**src/wavg_pkg.sv**
```systemverilog
// Package for the windowed average block: shared widths, operation and
// register codes, and the command/status structs between controller and datapath.
// No dependencies.
package wavg_pkg;

  localparam int RING_DEPTH_DEF  = 16;
  localparam int SAMPLE_BITS_DEF = 24;
  localparam int TIME_BITS       = 32;
  localparam int AGE_BITS        = 31;
  localparam int AVG_CFG_BITS    = 5;
  localparam int OP_BITS         = 2;
  localparam int CFG_IDX_BITS    = 1;
  localparam int CFG_DATA_BITS   = AGE_BITS;

  typedef logic [OP_BITS-1:0] op_t;
  localparam op_t OP_UPDATE = 2'd0;
  localparam op_t OP_STEP   = 2'd1;
  localparam op_t OP_CLEAR  = 2'd2;

  typedef logic [CFG_IDX_BITS-1:0] cfg_idx_t;
  localparam cfg_idx_t CFG_MAX_AGE   = 1'b0;
  localparam cfg_idx_t CFG_AVG_COUNT = 1'b1;

  typedef struct packed {
    logic capture;
    logic apply_simple;
    logic ring_write;
    logic read_step;
    logic div_start;
    logic div_step;
    logic div_finish;
    logic load_out;
  } cmd_t;

  typedef struct packed {
    logic avg_update;
    logic sum_done;
    logic div_done;
  } status_t;

endpackage

```
**src/windowed_average_with_timeout.sv**
```systemverilog
// Top level of the windowed average with timeout block.
// Depends on wavg_pkg, wavg_ctrl, wavg_dp and wavg_ram.
//
// Usage:
//   Input channel in_*: tuser carries the operation (update, step, clear),
//   tdata carries sample and time. One result per item leaves on out_*, with
//   the current value in tdata and the valid flag in tuser.
//   Configuration writes use cfg_valid/cfg_ready/cfg_index/cfg_data; the user
//   must make them only while the block is idle, which the block itself
//   does not enforce; cfg_ready is always high. The block works on one item
//   at a time. A step, a clear or a pass-through update passes from the
//   capture register through the decode and done states to the output
//   register. An averaging update reads the ring one entry per cycle through
//   its single read port, summing the newest averaged samples, and the
//   divider then yields one quotient bit per cycle.
//   A new item is accepted the cycle after the previous result is loaded,
//   even while that result still waits on a stalled receiver; the output
//   register holds it until out_tready. If the receiver stays stalled, the
//   next result waits inside the block and in_tready stays low.
//   Synchronous reset clears the value, flag, ring index, fill count, last
//   update time and both configuration registers; ring contents stay unknown.
module windowed_average_with_timeout #(
  parameter int RING_DEPTH  = wavg_pkg::RING_DEPTH_DEF,
  parameter int SAMPLE_BITS = wavg_pkg::SAMPLE_BITS_DEF,
  localparam int IN_DATA_W  = ((SAMPLE_BITS + wavg_pkg::TIME_BITS + 7) / 8) * 8,
  localparam int OUT_DATA_W = ((SAMPLE_BITS + 7) / 8) * 8
) (
  input  logic                               clk,
  input  logic                               rst_n,
  input  logic                               cfg_valid,
  output logic                               cfg_ready,
  input  wavg_pkg::cfg_idx_t                 cfg_index,
  input  logic [wavg_pkg::CFG_DATA_BITS-1:0] cfg_data,
  input  logic                               in_tvalid,
  output logic                               in_tready,
  input  logic [IN_DATA_W-1:0]               in_tdata,  // sample, time_ms, zero pad
  input  wavg_pkg::op_t                      in_tuser,  // op
  output logic                               out_tvalid,
  input  logic                               out_tready,
  output logic [OUT_DATA_W-1:0]              out_tdata, // value, zero pad
  output logic                               out_tuser  // valid_res
);
  import wavg_pkg::*;

  cmd_t                          cmd;
  status_t                       st;
  logic signed [SAMPLE_BITS-1:0] value;

  assign cfg_ready = 1'b1;

  wavg_ctrl u_ctrl (
    .clk        (clk),
    .rst_n      (rst_n),
    .in_tvalid  (in_tvalid),
    .in_tready  (in_tready),
    .out_tvalid (out_tvalid),
    .out_tready (out_tready),
    .st         (st),
    .cmd        (cmd)
  );

  wavg_dp #(
    .RING_DEPTH  (RING_DEPTH),
    .SAMPLE_BITS (SAMPLE_BITS)
  ) u_dp (
    .clk           (clk),
    .rst_n         (rst_n),
    .cfg_we        (cfg_valid),
    .cfg_index     (cfg_index),
    .cfg_data      (cfg_data),
    .in_op         (in_tuser),
    .in_sample     (in_tdata[SAMPLE_BITS-1:0]),
    .in_time_ms    (in_tdata[SAMPLE_BITS +: TIME_BITS]),
    .cmd           (cmd),
    .st            (st),
    .out_value     (value),
    .out_valid_res (out_tuser)
  );

  assign out_tdata = OUT_DATA_W'(unsigned'(value));

endmodule

```
**src/wavg_ram.sv**
```systemverilog
// Generic single-port-write, single-port-read RAM with a registered read.
// No dependencies.
module wavg_ram #(
  parameter int WIDTH = 24,
  parameter int DEPTH = 16,
  localparam int AW = (DEPTH > 1) ? $clog2(DEPTH) : 1
) (
  input  logic             clk,
  input  logic             we,
  input  logic [AW-1:0]    waddr,
  input  logic [WIDTH-1:0] wdata,
  input  logic             re,
  input  logic [AW-1:0]    raddr,
  output logic [WIDTH-1:0] rdata
);

  logic [WIDTH-1:0] mem [DEPTH];
  logic [WIDTH-1:0] rdata_r;

  always_ff @(posedge clk) begin
    if (we) begin
      mem[waddr] <= wdata;
    end
    if (re) begin
      rdata_r <= mem[raddr];
    end
  end

  assign rdata = rdata_r;

endmodule

```
**src/wavg_ctrl.sv**
```systemverilog
// Controller state machine for the windowed average block.
// Depends on wavg_pkg for the command and status structs.
module wavg_ctrl (
  input  logic              clk,
  input  logic              rst_n,
  input  logic              in_tvalid,
  output logic              in_tready,
  output logic              out_tvalid,
  input  logic              out_tready,
  input  wavg_pkg::status_t st,
  output wavg_pkg::cmd_t    cmd
);
  import wavg_pkg::*;

  typedef enum logic [4:0] {
    S_IDLE   = 5'b00001,
    S_DECODE = 5'b00010,
    S_READ   = 5'b00100,
    S_DIV    = 5'b01000,
    S_DONE   = 5'b10000
  } state_t;

  state_t state_r, state_nxt;
  logic   out_valid_r, out_valid_nxt;
  logic   slot_free;

  assign slot_free = !out_valid_r || out_tready;

  always_comb begin
    state_nxt = state_r;
    cmd       = '0;
    unique case (state_r)
      S_IDLE: begin
        if (in_tvalid) begin
          cmd.capture = 1'b1;
          state_nxt   = S_DECODE;
        end
      end
      S_DECODE: begin
        if (st.avg_update) begin
          cmd.ring_write = 1'b1;
          state_nxt      = S_READ;
        end else begin
          cmd.apply_simple = 1'b1;
          state_nxt        = S_DONE;
        end
      end
      S_READ: begin
        if (st.sum_done) begin
          cmd.div_start = 1'b1;
          state_nxt     = S_DIV;
        end else begin
          cmd.read_step = 1'b1;
        end
      end
      S_DIV: begin
        if (st.div_done) begin
          cmd.div_finish = 1'b1;
          state_nxt      = S_DONE;
        end else begin
          cmd.div_step = 1'b1;
        end
      end
      S_DONE: begin
        if (slot_free) begin
          cmd.load_out = 1'b1;
          state_nxt    = S_IDLE;
        end
      end
      default: state_nxt = S_IDLE;
    endcase
  end

  // The output slot is refilled in the same cycle the receiver takes the old result.
  always_comb begin
    out_valid_nxt = out_valid_r;
    if (cmd.load_out) begin
      out_valid_nxt = 1'b1;
    end else if (out_tready) begin
      out_valid_nxt = 1'b0;
    end
  end

  always_ff @(posedge clk) begin
    if (!rst_n) begin
      state_r     <= S_IDLE;
      out_valid_r <= 1'b0;
    end else begin
      state_r     <= state_nxt;
      out_valid_r <= out_valid_nxt;
    end
  end

  assign in_tready  = (state_r == S_IDLE);
  assign out_tvalid = out_valid_r;

endmodule

```
**src/wavg_dp.sv**
```systemverilog
// Datapath of the windowed average block: configuration and state registers,
// sample ring, accumulator, serial divider and output register.
// Depends on wavg_pkg and wavg_ram.
module wavg_dp #(
  parameter int RING_DEPTH  = wavg_pkg::RING_DEPTH_DEF,
  parameter int SAMPLE_BITS = wavg_pkg::SAMPLE_BITS_DEF
) (
  input  logic                                 clk,
  input  logic                                 rst_n,
  input  logic                                 cfg_we,
  input  wavg_pkg::cfg_idx_t                   cfg_index,
  input  logic [wavg_pkg::CFG_DATA_BITS-1:0]   cfg_data,
  input  wavg_pkg::op_t                        in_op,
  input  logic signed [SAMPLE_BITS-1:0]        in_sample,
  input  logic [wavg_pkg::TIME_BITS-1:0]       in_time_ms,
  input  wavg_pkg::cmd_t                       cmd,
  output wavg_pkg::status_t                    st,
  output logic signed [SAMPLE_BITS-1:0]        out_value,
  output logic                                 out_valid_res
);
  import wavg_pkg::*;

  localparam int IW       = (RING_DEPTH > 1) ? $clog2(RING_DEPTH) : 1;
  localparam int CW       = $clog2(RING_DEPTH + 1);
  localparam int SUM_BITS = SAMPLE_BITS + CW;
  localparam int DCW      = $clog2(SUM_BITS + 1);

  // Configuration.
  logic [AGE_BITS-1:0] max_age_r;
  logic [CW-1:0]       avg_r;
  logic [AVG_CFG_BITS-1:0] avg_wr;

  // Captured item.
  op_t                          op_r;
  logic signed [SAMPLE_BITS-1:0] smp_r;
  logic [TIME_BITS-1:0]          time_r;

  // Block state.
  logic [IW-1:0]                 wi_r, wi_nxt;
  logic [CW-1:0]                 fill_r, fill_nxt;
  logic signed [SAMPLE_BITS-1:0] cur_r, cur_nxt;
  logic                          set_r, set_nxt;
  logic [TIME_BITS-1:0]          last_r, last_nxt;

  // Summation and division.
  logic [IW-1:0]                 rd_ptr_r, rd_ptr_nxt;
  logic [CW-1:0]                 rd_left_r, rd_left_nxt;
  logic                          rvalid_r, rvalid_nxt;
  logic [CW-1:0]                 n_r, n_nxt;
  logic signed [SUM_BITS-1:0]    acc_r, acc_nxt;
  logic [SUM_BITS-1:0]           quo_r, quo_nxt;
  logic [CW-1:0]                 rem_r, rem_nxt;
  logic                          neg_r, neg_nxt;
  logic [DCW-1:0]                div_cnt_r, div_cnt_nxt;

  logic signed [SAMPLE_BITS-1:0] out_value_r;
  logic                          out_valid_r;

  logic                          ram_re;
  logic [SAMPLE_BITS-1:0]        ram_rdata;

  // Combinational helpers.
  logic [TIME_BITS-1:0] age;
  logic                 expired;
  logic [CW-1:0]        fill_inc, n_new;
  logic [IW-1:0]        wi_inc;
  logic [CW:0]          rem_sh;
  logic                 rem_ge;
  logic [SAMPLE_BITS-1:0] q_small;

  wavg_ram #(
    .WIDTH (SAMPLE_BITS),
    .DEPTH (RING_DEPTH)
  ) u_ring (
    .clk   (clk),
    .we    (cmd.ring_write),
    .waddr (wi_r),
    .wdata (smp_r),
    .re    (ram_re),
    .raddr (rd_ptr_r),
    .rdata (ram_rdata)
  );

  assign avg_wr = cfg_data[AVG_CFG_BITS-1:0];

  always_ff @(posedge clk) begin
    if (!rst_n) begin
      max_age_r <= '0;
      avg_r     <= '0;
    end else if (cfg_we) begin
      unique case (cfg_index)
        CFG_MAX_AGE:   max_age_r <= cfg_data[AGE_BITS-1:0];
        CFG_AVG_COUNT: begin
          if (32'(avg_wr) > 32'(RING_DEPTH)) begin
            avg_r <= CW'(RING_DEPTH);
          end else begin
            avg_r <= CW'(avg_wr);
          end
        end
        default: ;
      endcase
    end
  end

  always_ff @(posedge clk) begin
    if (cmd.capture) begin
      op_r   <= in_op;
      smp_r  <= in_sample;
      time_r <= in_time_ms;
    end
  end

  // A negative age, top bit set, never expires the value.
  assign age     = time_r - last_r;
  assign expired = (max_age_r != '0) && !age[TIME_BITS-1]
                   && (age[AGE_BITS-1:0] > max_age_r);

  assign wi_inc   = (wi_r == IW'(RING_DEPTH - 1)) ? '0 : wi_r + IW'(1);
  assign fill_inc = (fill_r < avg_r) ? fill_r + CW'(1) : fill_r;
  assign n_new    = (fill_inc < avg_r) ? fill_inc : avg_r;

  assign ram_re = cmd.read_step && (rd_left_r != '0);

  assign rem_sh  = {rem_r, quo_r[SUM_BITS-1]};
  assign rem_ge  = rem_sh >= {1'b0, n_r};
  assign q_small = quo_r[SAMPLE_BITS-1:0];

  always_comb begin
    wi_nxt      = wi_r;
    fill_nxt    = fill_r;
    cur_nxt     = cur_r;
    set_nxt     = set_r;
    last_nxt    = last_r;
    rd_ptr_nxt  = rd_ptr_r;
    rd_left_nxt = rd_left_r;
    rvalid_nxt  = rvalid_r;
    n_nxt       = n_r;
    acc_nxt     = acc_r;
    quo_nxt     = quo_r;
    rem_nxt     = rem_r;
    neg_nxt     = neg_r;
    div_cnt_nxt = div_cnt_r;

    if (cmd.apply_simple) begin
      case (op_r)
        OP_UPDATE: begin
          cur_nxt  = smp_r;
          last_nxt = time_r;
          set_nxt  = 1'b1;
        end
        OP_STEP: begin
          if (expired) begin
            cur_nxt  = '0;
            set_nxt  = 1'b0;
            wi_nxt   = '0;
            fill_nxt = '0;
          end
        end
        OP_CLEAR: begin
          cur_nxt  = '0;
          set_nxt  = 1'b0;
          wi_nxt   = '0;
          fill_nxt = '0;
        end
        default: ;
      endcase
    end

    // The new sample sits at the old write index; the sum walks backward from it.
    if (cmd.ring_write) begin
      wi_nxt      = wi_inc;
      fill_nxt    = fill_inc;
      n_nxt       = n_new;
      rd_ptr_nxt  = wi_r;
      rd_left_nxt = n_new;
      rvalid_nxt  = 1'b0;
      acc_nxt     = '0;
      last_nxt    = time_r;
      set_nxt     = 1'b1;
    end

    if (cmd.read_step) begin
      rvalid_nxt = ram_re;
      if (ram_re) begin
        rd_ptr_nxt  = (rd_ptr_r == '0) ? IW'(RING_DEPTH - 1) : rd_ptr_r - IW'(1);
        rd_left_nxt = rd_left_r - CW'(1);
      end
      if (rvalid_r) begin
        acc_nxt = acc_r + {{CW{ram_rdata[SAMPLE_BITS-1]}}, ram_rdata};
      end
    end

    if (cmd.div_start) begin
      neg_nxt     = acc_r[SUM_BITS-1];
      quo_nxt     = acc_r[SUM_BITS-1] ? SUM_BITS'(-acc_r) : SUM_BITS'(acc_r);
      rem_nxt     = '0;
      div_cnt_nxt = DCW'(SUM_BITS);
    end

    // Restoring division, one quotient bit per cycle.
    if (cmd.div_step) begin
      rem_nxt     = rem_ge ? CW'(rem_sh - {1'b0, n_r}) : rem_sh[CW-1:0];
      quo_nxt     = {quo_r[SUM_BITS-2:0], rem_ge};
      div_cnt_nxt = div_cnt_r - DCW'(1);
    end

    if (cmd.div_finish) begin
      cur_nxt = neg_r ? -$signed(q_small) : $signed(q_small);
    end
  end

  always_ff @(posedge clk) begin
    if (!rst_n) begin
      wi_r      <= '0;
      fill_r    <= '0;
      cur_r     <= '0;
      set_r     <= 1'b0;
      last_r    <= '0;
      rd_left_r <= '0;
      rvalid_r  <= 1'b0;
      div_cnt_r <= '0;
    end else begin
      wi_r      <= wi_nxt;
      fill_r    <= fill_nxt;
      cur_r     <= cur_nxt;
      set_r     <= set_nxt;
      last_r    <= last_nxt;
      rd_left_r <= rd_left_nxt;
      rvalid_r  <= rvalid_nxt;
      div_cnt_r <= div_cnt_nxt;
    end
  end

  always_ff @(posedge clk) begin
    rd_ptr_r <= rd_ptr_nxt;
    n_r      <= n_nxt;
    acc_r    <= acc_nxt;
    quo_r    <= quo_nxt;
    rem_r    <= rem_nxt;
    neg_r    <= neg_nxt;
    if (cmd.load_out) begin
      out_value_r <= cur_r;
      out_valid_r <= set_r;
    end
  end

  assign st.avg_update = (op_r == OP_UPDATE) && (avg_r != '0);
  assign st.sum_done   = (rd_left_r == '0) && !rvalid_r;
  assign st.div_done   = (div_cnt_r == '0);

  assign out_value     = out_value_r;
  assign out_valid_res = out_valid_r;

`ifndef NO_ASSERTIONS
  a_fill_bound: assert property (@(posedge clk) disable iff (!rst_n)
    32'(fill_r) <= 32'(RING_DEPTH))
    else $error("fill count exceeds ring depth");

  a_clear_zero: assert property (@(posedge clk) disable iff (!rst_n)
    !set_r |-> (cur_r == '0))
    else $error("value not zero while flag is clear");

  a_write_sets: assert property (@(posedge clk) disable iff (!rst_n)
    cmd.ring_write |=> (set_r && (fill_r != '0) && (rd_left_r != '0)))
    else $error("ring write left no averaging work");

  a_quo_fits: assert property (@(posedge clk) disable iff (!rst_n)
    cmd.div_finish |-> ((quo_r >> SAMPLE_BITS) == '0))
    else $error("average magnitude does not fit the sample width");
`endif

endmodule

```
**config.mk**
```make
export PLATFORM = sky130hd
export DESIGN_NAME = windowed_average_with_timeout
export DESIGN_NICKNAME = d
export VERILOG_FILES = /design/src/wavg_pkg.sv /design/src/windowed_average_with_timeout.sv /design/src/wavg_ram.sv /design/src/wavg_ctrl.sv /design/src/wavg_dp.sv
export SDC_FILE = /design/constraint.sdc
export NUM_CORES = 1
export LEC_CHECK = 0
export ABC_CLOCK_PERIOD_IN_PS = 8800
export BUFFER_PORTS_ARGS = -buffer_cell sky130_fd_sc_hd__buf_2
export CAP_MARGIN = 20
export CELL_PAD_IN_SITES_DETAIL_PLACEMENT = 1
export CELL_PAD_IN_SITES_GLOBAL_PLACEMENT = 2
export CORE_ASPECT_RATIO = 0.7
export CORE_MARGIN = 4
export CORE_UTILIZATION = 47
export DETAILED_ROUTE_END_ITERATION = 16
export MAX_ROUTING_LAYER = met4
export PLACE_DENSITY = 0.89
export SYNTH_ARGS = -nofsm -noshare
export SYNTH_HDL_FRONTEND = slang
export SYNTH_HIERARCHICAL = 1
export SYNTH_SLANG_ARGS = --single-unit
```
**constraint.sdc**
```tcl
create_clock -name clk -period 8.8 [get_ports clk]
set_input_delay 0.44 -clock clk [delete_from_list [all_inputs] [get_ports clk]]
set_output_delay 0.44 -clock clk [all_outputs]
set_load 0.02 [all_outputs]
```
==> impl_metrics.tcl <==
set metrics [dict create \
    status "completed" \
    mostFrequentLayoutCells "531 x edfxtp_1, 252 x nand2_1, 154 x a21oi_1, 150 x dfxtp_1, 130 x o21ai_0" \
    synth_compound_area_share_pct 10.3 \
    grt_use_total_pct 25.3 \
    setup-violations-final 0 \
    rsz0062_at_grt "false" \
    routed_wl_um 85200 \
    core-area_um2 63800 \
    end_kind "flip-flop" \
    finalHoldViolations 0 \
    worst_slew_pin_slew_ps 1120 \
    syn_area_um2 30600 \
    yosys.area_share.adder_pct 4.90 \
    synthSimpleGateAreaFrac_pct 9.14 \
    ys_warn_count 6 \
    ys_ff_latch 683 \
    fmax_mhz 147 \
    drv_slew 0 \
    root_buffer "clkbuf_16" \
    first_global_vias 21192 \
    clk_pin_slew_ps 60 \
    peakVddDrop_mv 0.176 \
    cp_max_fo 48 \
    drt-wirelength-per-cell_um 24.8 \
    dr_total_vias 20339 \
    cts.htree.levels 3 \
    synth_edf_count 531 \
    synth.net_count 2535 \
    fin_crit_ps 6810 \
    fin_util_pct 55.0 \
    fin_setup_tns_ps 0 \
    grt_pass1_wl_um 130000 \
    fin_worst_skew_ps 25.8 \
    layout-drive-gt1-share_pct 16.2 \
    post_synth.cell_area_avg_um2 13.2 \
    clockBufferDepth 3 \
    dieArea_um2 69200 \
    grt_max_degree 75 \
    portBuffers 121 \
    overflow 0 \
    startpoint_type "flip-flop" \
    multi_input_area_um2 10800 \
    cts_setup_buffers 0 \
    syn_inst 2322 \
    register_area_um2 19000 \
    async_flop_share_pct 0 \
    power_uw 7870 \
    io-pin-count 123 \
    muxShareOfSynthArea_pct 7.52 \
    drc_errors 0 \
    hold_path_class "input port to flip-flop" \
    drtAntennaViolNets 0 \
    firstDrtPassIters 7 \
    synth_top_family_by_area "compound AO/OA/AOI/OAI gates" \
    required_ps 9310 \
    routabilityCongestion 0.860 \
    start_util_pct 47.9 \
    clock_sinks 683 \
    cts_tree "done" \
    die_x_um 313 \
    drv_cap 0 \
    power_density_nw_per_um2 224 \
    final_nets 2720 \
    worstPathArrival_ps 7320 \
    synth_ff_type "edfxtp_1" \
    drtIter0Drc 1838 \
    insertion_delay_ps 630 \
    p_leak_uw 0.0121 \
    worstSetupPathType "flip-flop to flip-flop" \
    finalCritPeriodShare_pct 77.4 \
    area_growth_syn_to_layout_pct 14.8 \
    antenna_found_initial 4 \
    cts_resized 0 \
    dp_hpwl_um 54100 \
    viasPerCell 5.93 \
    die_h_um 221 \
    yosysUniqueCellTypes 83 \
    fp-row-count 77 \
    mostFrequentLayoutCell "edfxtp_1" \
    synth_xor_area_share_pct 3.01 \
    synth_seq_area_share_pct 62.1 \
    fillers 6410 \
    numCtsBuffers 69 \
    slew_headroom_pct 25.3 \
]
[registers in the layout, summed over array words and instances, names as in the netlist, 5 cells and up]
signal             flops
u_dp/out_value        24
u_dp/n_r               5
u_dp/avg_r             5
u_dp/quo_r            29
u_dp/u_ring/mem      384
u_dp/last_r           32
u_dp/u_ring/rdata     24
u_dp/fill_r            5
u_ctrl/state_r         5
u_dp/acc_r            29
u_dp/max_age_r        31
u_dp/rd_left_r         5
u_dp/smp_r            24
u_dp/cur_r            24
u_dp/rem_r             5
u_dp/div_cnt_r         5
u_dp/time_r           32
[layer usage]
layer	part of all wire, %	track usage, %	up-vias
li1	-	-	9126
met1	45	35.3	10380
met2	46	38.3	700
met3	7.7	5.80	133
met4	2.0	5.64	0
met5	0	-	-
[through the flow]
| step | instance area (um^2) | hold WS (ps) | cells | worst slack (ps) |
|---|---|---|---|---|
| after floorplan | 30600 | 408 | 2322 | 3790 |
| after global placement | 32200 | 419 | 3250 | 2680 |
| after detailed placement | 32200 | 417 | 3250 | 2210 |
| after CTS | 35100 | 0.334 | 3428 | 2110 |
| after global routing | 35100 | 9.09 | 3430 | 1420 |
| final | 35100 | 46.2 | 3431 | 1990 |
[cell usage after synthesis, types with 8 or more instances]
| cell type | n | area (um^2) |
|---|---|---|
| ha_1 | 115 | 1440 |
| xnor2_1 | 67 | 587 |
| or3_1 | 14 | 87.6 |
| nand3b_1 | 9 | 67.6 |
| nor3_1 | 39 | 195 |
| o31ai_1 | 24 | 180 |
| dfxtp_1 | 152 | 3040 |
| a22oi_1 | 50 | 375 |
| mux4_2 | 96 | 2160 |
| inv_1 | 121 | 454 |
| nor2_1 | 75 | 282 |
| nor2b_1 | 35 | 219 |
| a21o_1 | 39 | 293 |
| nand2_1 | 252 | 946 |
| a31oi_1 | 8 | 50.1 |
| nand3_1 | 56 | 280 |
| o21a_1 | 12 | 90.1 |
| a221oi_1 | 17 | 149 |
| a21oi_1 | 155 | 776 |
| o21ai_0 | 130 | 651 |
| nand4_1 | 19 | 119 |
| a211oi_1 | 10 | 75.1 |
| xor2_1 | 38 | 333 |
| nand2b_1 | 20 | 125 |
| edfxtp_1 | 531 | 15900 |
| nor4_1 | 9 | 56.3 |
| buf_2 | 14 | 70.1 |
| nor3b_1 | 11 | 82.6 |
| clkbuf_1 | 75 | 282 |
| o21bai_1 | 8 | 60.1 |
[critical path, cell delays in order, from the launching register on]
cell and delay, ps:
edfxtp_1 360, inv_1 50, ha_1 200, fa_1 410
nor2b_1 120, o21ai_0 110, a21oi_1 270, o32ai_1 230
o31ai_1 620, o31ai_1 220, o21ai_0 450, nor2_1 160
o21a_1 240, o311ai_0 540, ha_1 360, a21o_1 160
nand3_1 70, a21oi_1 60, o21ai_0 150, nand3b_1 150
o21ai_0 340, o31ai_1 210, o32ai_4 310, buf_4 490
a221oi_1 120, nor3_1 260
[report_power, final]
part	internal [uW]	switching, uW
clock network	1760	1280
registers	3610	147
logic	400	670
total	5770	2100
[final timing paths]
| check | endpoint | slack, ps | start | depth (start not counted) |
|---|---|---|---|---|
| max | u_dp/cur_r[10] | 1990 | u_dp/time_r[0] | 25 |
| min | u_dp/smp_r[1] | 50 | in_tdata[1] | 1 |
| max reg2reg | u_dp/cur_r[10] | 1990 | u_dp/time_r[0] | 25 |
| min reg2reg | u_dp/out_value[0] | 430 | u_dp/cur_r[0] | 0 |
[cell type report]
| class | instances | share of cell area [%] |
|---|---|---|
| antenna | 2 | 0.0143 |
| clock buffer | 88 | 5.33 |
| clock inverter | 36 | 1.27 |
| inverter | 123 | 1.32 |
| multi-input combinational | 1417 | 30.8 |
| sequential | 683 | 54.1 |
| tap | 869 | 3.10 |
| timing repair buffer | 213 | 4.09 |
[kinds of logic (layout without fill, tap and decap cells)]
group | count (synthesis) | in the layout
flops | 683 | 683
simple gates | 581 | 581
compound gates | 503 | 503
buf+inv | 222 | 460
fa+ha+maj | 118 | 118
mux | 109 | 109
xor+xnor | 105 | 105
other cells | 1 | 3
[what timing repair did]
action,in CTS,in global routing
endpoints found under the setup margin,0,0
endpoints found under the hold margin,54,1
hold buffers,54,1
(Power assumes the default switching activity.)
